==> config.mk <==
export PLATFORM = sky130hd
export DESIGN_NAME = sweh_div_cell
export DESIGN_NICKNAME = d
export VERILOG_FILES = /design/src/hw/rtl/sweh_div_cell.sv
export SDC_FILE = /design/constraint.sdc
export NUM_CORES = 1
export LEC_CHECK = 0
export BUFFER_PORTS_ARGS = -buffer_cell sky130_fd_sc_hd__buf_2
export CAP_MARGIN = 0
export CORE_UTILIZATION = 39
export DETAILED_ROUTE_END_ITERATION = 16
export GPL_TIMING_DRIVEN = 0
export PLACE_DENSITY = 0.83
export SLEW_MARGIN = 0
export SYNTH_ARGS = -nofsm -noshare
export SYNTH_HDL_FRONTEND = slang
export SYNTH_SLANG_ARGS = --single-unit
==> constraint.sdc <==
create_clock -name clk -period 0.8 [get_ports clk]
set_input_delay 0.04 -clock clk [delete_from_list [all_inputs] [get_ports clk]]
set_output_delay 0.04 -clock clk [all_outputs]
set_load 0.01 [all_outputs]
==> src/hw/rtl/sweh_div_cell.sv <==
`default_nettype none
module sweh_div_cell #(
	parameter int NB = 26,
	parameter int DB = 8
) (
	input  wire logic          clk,
	input  wire logic          arst_n,
	input  wire logic          v_in,
	input  wire logic [DB-1:0] rem_in,
	input  wire logic [NB-1:0] num_in,
	input  wire logic [NB-1:0] quo_in,
	input  wire logic [DB-1:0] den_in,
	output logic               v_q,
	output logic      [DB-1:0] rem_q,
	output logic      [NB-1:0] num_q,
	output logic      [NB-1:0] quo_q,
	output logic      [DB-1:0] den_q
);
	logic [DB:0] trial;
	logic        fits;

	// bring down the next numerator bit and try one subtract
	assign trial = {rem_in, num_in[NB-1]};
	assign fits  = trial >= {1'b0, den_in};

	always_ff @(posedge clk or negedge arst_n) begin
		if (!arst_n) begin
			v_q <= 1'b0;
		end else begin
			v_q <= v_in;
		end
	end

	always_ff @(posedge clk) begin
		rem_q <= fits ? DB'(trial - {1'b0, den_in}) : trial[DB-1:0];
		num_q <= {num_in[NB-2:0], 1'b0};
		quo_q <= {quo_in[NB-2:0], fits};
		den_q <= den_in;
	end
endmodule
`default_nettype wire

==> metrics.md <==
| Metric | Value |
|---|---|
| Cell type with the largest total area after synthesis | `sky130_fd_sc_hd__dfxtp_1` |
| Setup repair after global routing missed its margin | `yes` |
| Share of post-route cells with drive strength above 1 | `67.0%` |
| Gpl congestion | `0.670` |
| Number of buffers and inverters on the critical path | `2` |
| Pre-CTS setup slack | `-1090 ps` |
| Setup CP Type | `in2reg` |
| Data required time at the worst endpoint | `1030 ps` |
| Routed length on met1 | `4020 um` |
| Combined flip-flop and latch cell area | `1430 sq um` |
| Number of max-slew violations in the final report | `0` |
| Antenna violations before repair | `2` |
| TritonCTS clock tree | `done` |
| Total of fill cells in the finished design | `about 170` |
| Number of synthesized flops with an enable pin | `0` |
| Width of the die | `72.1 um` |
| Most frequently used cell type in the post-synthesis netlist | `sky130_fd_sc_hd__dfxtp_1` |
| Number of synthesis warnings | `0` |
| Fmax | `slightly below 700 MHz` |
| Nets in the synthesized netlist | `around 220` |
| First-pass GRT wire length | `about 12000 um` |
| GRT overflow | `0` |
| Count of clock tree sinks | `68` |
| Clock tree buffer depth | `2` |
| Uppermost layer routed | `met4` |
| Routed len/inst | `25.1 um` |
| Total die area | `5200 sq um` |
| Data arrival, critical path | `1710 ps` |
| Height of the die | `approximately 70 um` |
| Average vias per placed instance | `5.10` |
| Violations in the final reports | `negative setup slack` |
| Pleak | `1.94 nW` |
| Depth of the CTS H-tree | `3` |
| Highest ir drop seen on vdd | `between 1000 and 1500 uV` |
| PortBufs | `137` |
| Type of destination of the critical path | `flop` |
| Total of flip-flops plus latches after synthesis | `68` |
| Vias in the first global route | `2076` |
| Maximum number of pins on one net before global-route repair | `13` |
| Overall track demand over capacity in global routing | `32.8%` |
| Total wire length after detailed routing | `~11000 um` |
| Worst min-delay path category | `in2async` |
| DR vias | `2210` |
| Power Density | `2070 nW/um^2` |
| Top cells by area in the synthesized netlist | `sky130_fd_sc_hd__dfxtp_1, sky130_fd_sc_hd__ha_1, sky130_fd_sc_hd__mux2_4` |
| Final setup fails | `75` |
| Worst Setup Slack, final | `-672 ps` |
| Primary FF master, synth | `sky130_fd_sc_hd__dfxtp_1` |
| Max-capacitance violation count | `0` |
| Area of combinational cells with multiple inputs | `roughly 620 sq um` |
| Clock Root Buffer | `sky130_fd_sc_hd__clkbuf_8` |
| Synth Instances | `136` |
| Commonest cells in the synthesized netlist | `sky130_fd_sc_hd__dfxtp_1, sky130_fd_sc_hd__inv_1, sky130_fd_sc_hd__ha_1` |
| Number of distinct standard cells referenced by the synthesized netlist | `32` |
| Maximum single-stage delay on the critical path | `around 360 ps` |
| Worst slack on hold paths | `44.7 ps` |
| Ys async rst share | `1.47%` |
| Met3 wirelength from detailed routing | `1070 um` |
| Proportion of synthesized chip area in sequential cells | `71.3%` |
| Clock-pin slew reported for the worst setup and hold paths after clock tree synthesis | `80 ps` |
| Slowest stage cell on the critical path | `sky130_fd_sc_hd__fa_2` |
| Top Ports | `140` |
| Final-report hold violation count | `0` |
| CP Cell Sequence | `buf_6 -> inv_4 -> ha_4 -> fa_2 -> nor2b_2 -> o31a_1 -> nor4_2 -> a311o_1 -> mux2_4` |
| Drc violations | `0` |
| Mean Syn Cell Area | `approximately 14 sq um` |
| Area of the mapped netlist | `around 1900 sq um` |
| Result of the run | `finished, violations left` |
| Final standard cell utilization of the core | `88.9%` |
| Starting DRC count in detailed routing | `186` |
| Sort of element at the start of the critical path | `input port` |
| Initial core utilization | `about 40%` |
| Nets@finish | `439` |
| Crit share post-route | `184%` |
| Area inside the core boundary | `4720 sq um` |
| Top cell type's share of synthesized area | `70.0%` |
| Area growth, synth to finish | `119%` |
| Overall Power | `8.71 mW` |
| First-pass detailed-route iteration total | `4` |
| Amount of wire on met2 after detailed routing | `4960 um` |
| Category of cells accounting for the largest share of critical-path delay | `compound AO/OA/AOI/OAI gates` |
| Maximum net fanout on the critical path | `3` |
| Fin crit period | `about 1500 ps` |
| Final antenna-violating net count | `0` |
| Number of clock buffers inserted by TritonCTS | `9` |
| Number of cell rows | `25` |
| DPL Wire Length | `roughly 3600 um` |
layout by cell type, fill, tap and decap left out, drive strengths merged, types with 2 or more instances in the layout:
cell type    instances
dfxtp               67
clkbuf              10
o21ai                2
dlygate4sd3         68
inv                 12
ha                   8
a211oi               2
nor3                 3
mux2                 6
a21o                 3
buf                147
clkinvlp             2
diode                2
xnor2                3
clkinv               3
a21oi                2
nand2b               2
nor2                 4
nand3                2
o21a                 2
mux2i                2
cell families (layout without fill, tap and decap cells):
group	after synthesis	in the layout	share of synthesized area, %
xor+xnor	3	3	1.37
other cells	1	3	0.196
buf+inv	15	243	3.92
simple gates	15	15	3.98
fa+ha+maj	9	9	6.27
compound gates	17	17	7.25
mux	8	8	5.74
flops	68	68	71.3
area by class of cell:
type                            count  area share, %
Timing Repair Buffer              213           42.5
Sequential cell                    68           34.0
Multi-Input combinational cell     53           14.7
Clock buffer                       10           3.28
Tap cell                           67           2.00
Clock inverter                      6           1.52
Inverter                           12           1.43
Buffer                              2          0.447
Antenna cell                        2          0.119
stage by stage:
stage               cells  setup TNS (ps)  instance area [sq um]
finish                433           -7490                   4200
detailed placement    340           -9180                   2720
CTS                   429           -4480                   3850
floorplan             136           -6480                   1950
global route          433           -9400                   4200
global placement      340           -8950                   2720
layer usage:
metal | track usage (%) | vias to the layer above
met5 | 0 | -
met2 | 56.6 | 191
met4 | 15.7 | 0
met1 | 36.5 | 1043
li1 | - | 898
met3 | 10.7 | 78
sequential cells by signal, summed over array words and instances, names as in the netlist:
| signal | flops |
|---|---|
| rem_q | 8 |
| num_q | 25 |
| den_q | 8 |
| quo_q | 26 |
| v_q | 1 |
where the power goes:
| part | switching [mW] | internal, mW | leakage (nW) |
|---|---|---|---|
| clock | 1.50 | 1.52 | 0.0983 |
| combinational | 0.792 | 1.09 | 1.27 |
| sequential | 0.142 | 3.66 | 0.577 |
| total | 2.43 | 6.27 | 1.94 |
worst paths after layout:
| kind | from | end | slack (ps) | cells past startpoint |
|---|---|---|---|---|
| setup / recovery | num_in[25] | rem_q[6]$_DFF_P_ | -670 | 9 |
| hold / removal | arst_n | v_q$_DFF_PN0_ | 40 | 2 |
| max in group asynchronous | arst_n | v_q$_DFF_PN0_ | 630 | 2 |
| min in group clk | rem_in[0] | rem_q[1]$_DFF_P_ | 80 | 3 |
repair_timing:
action	in CTS	in global routing
buffers inserted	7	1
resized for setup	46	88
endpoints found under the setup margin	53	77
endpoints found under the hold margin	67	1
pin swaps	11	3
hold buffers	67	1
Note: power is estimated with default switching activity, not from simulation.
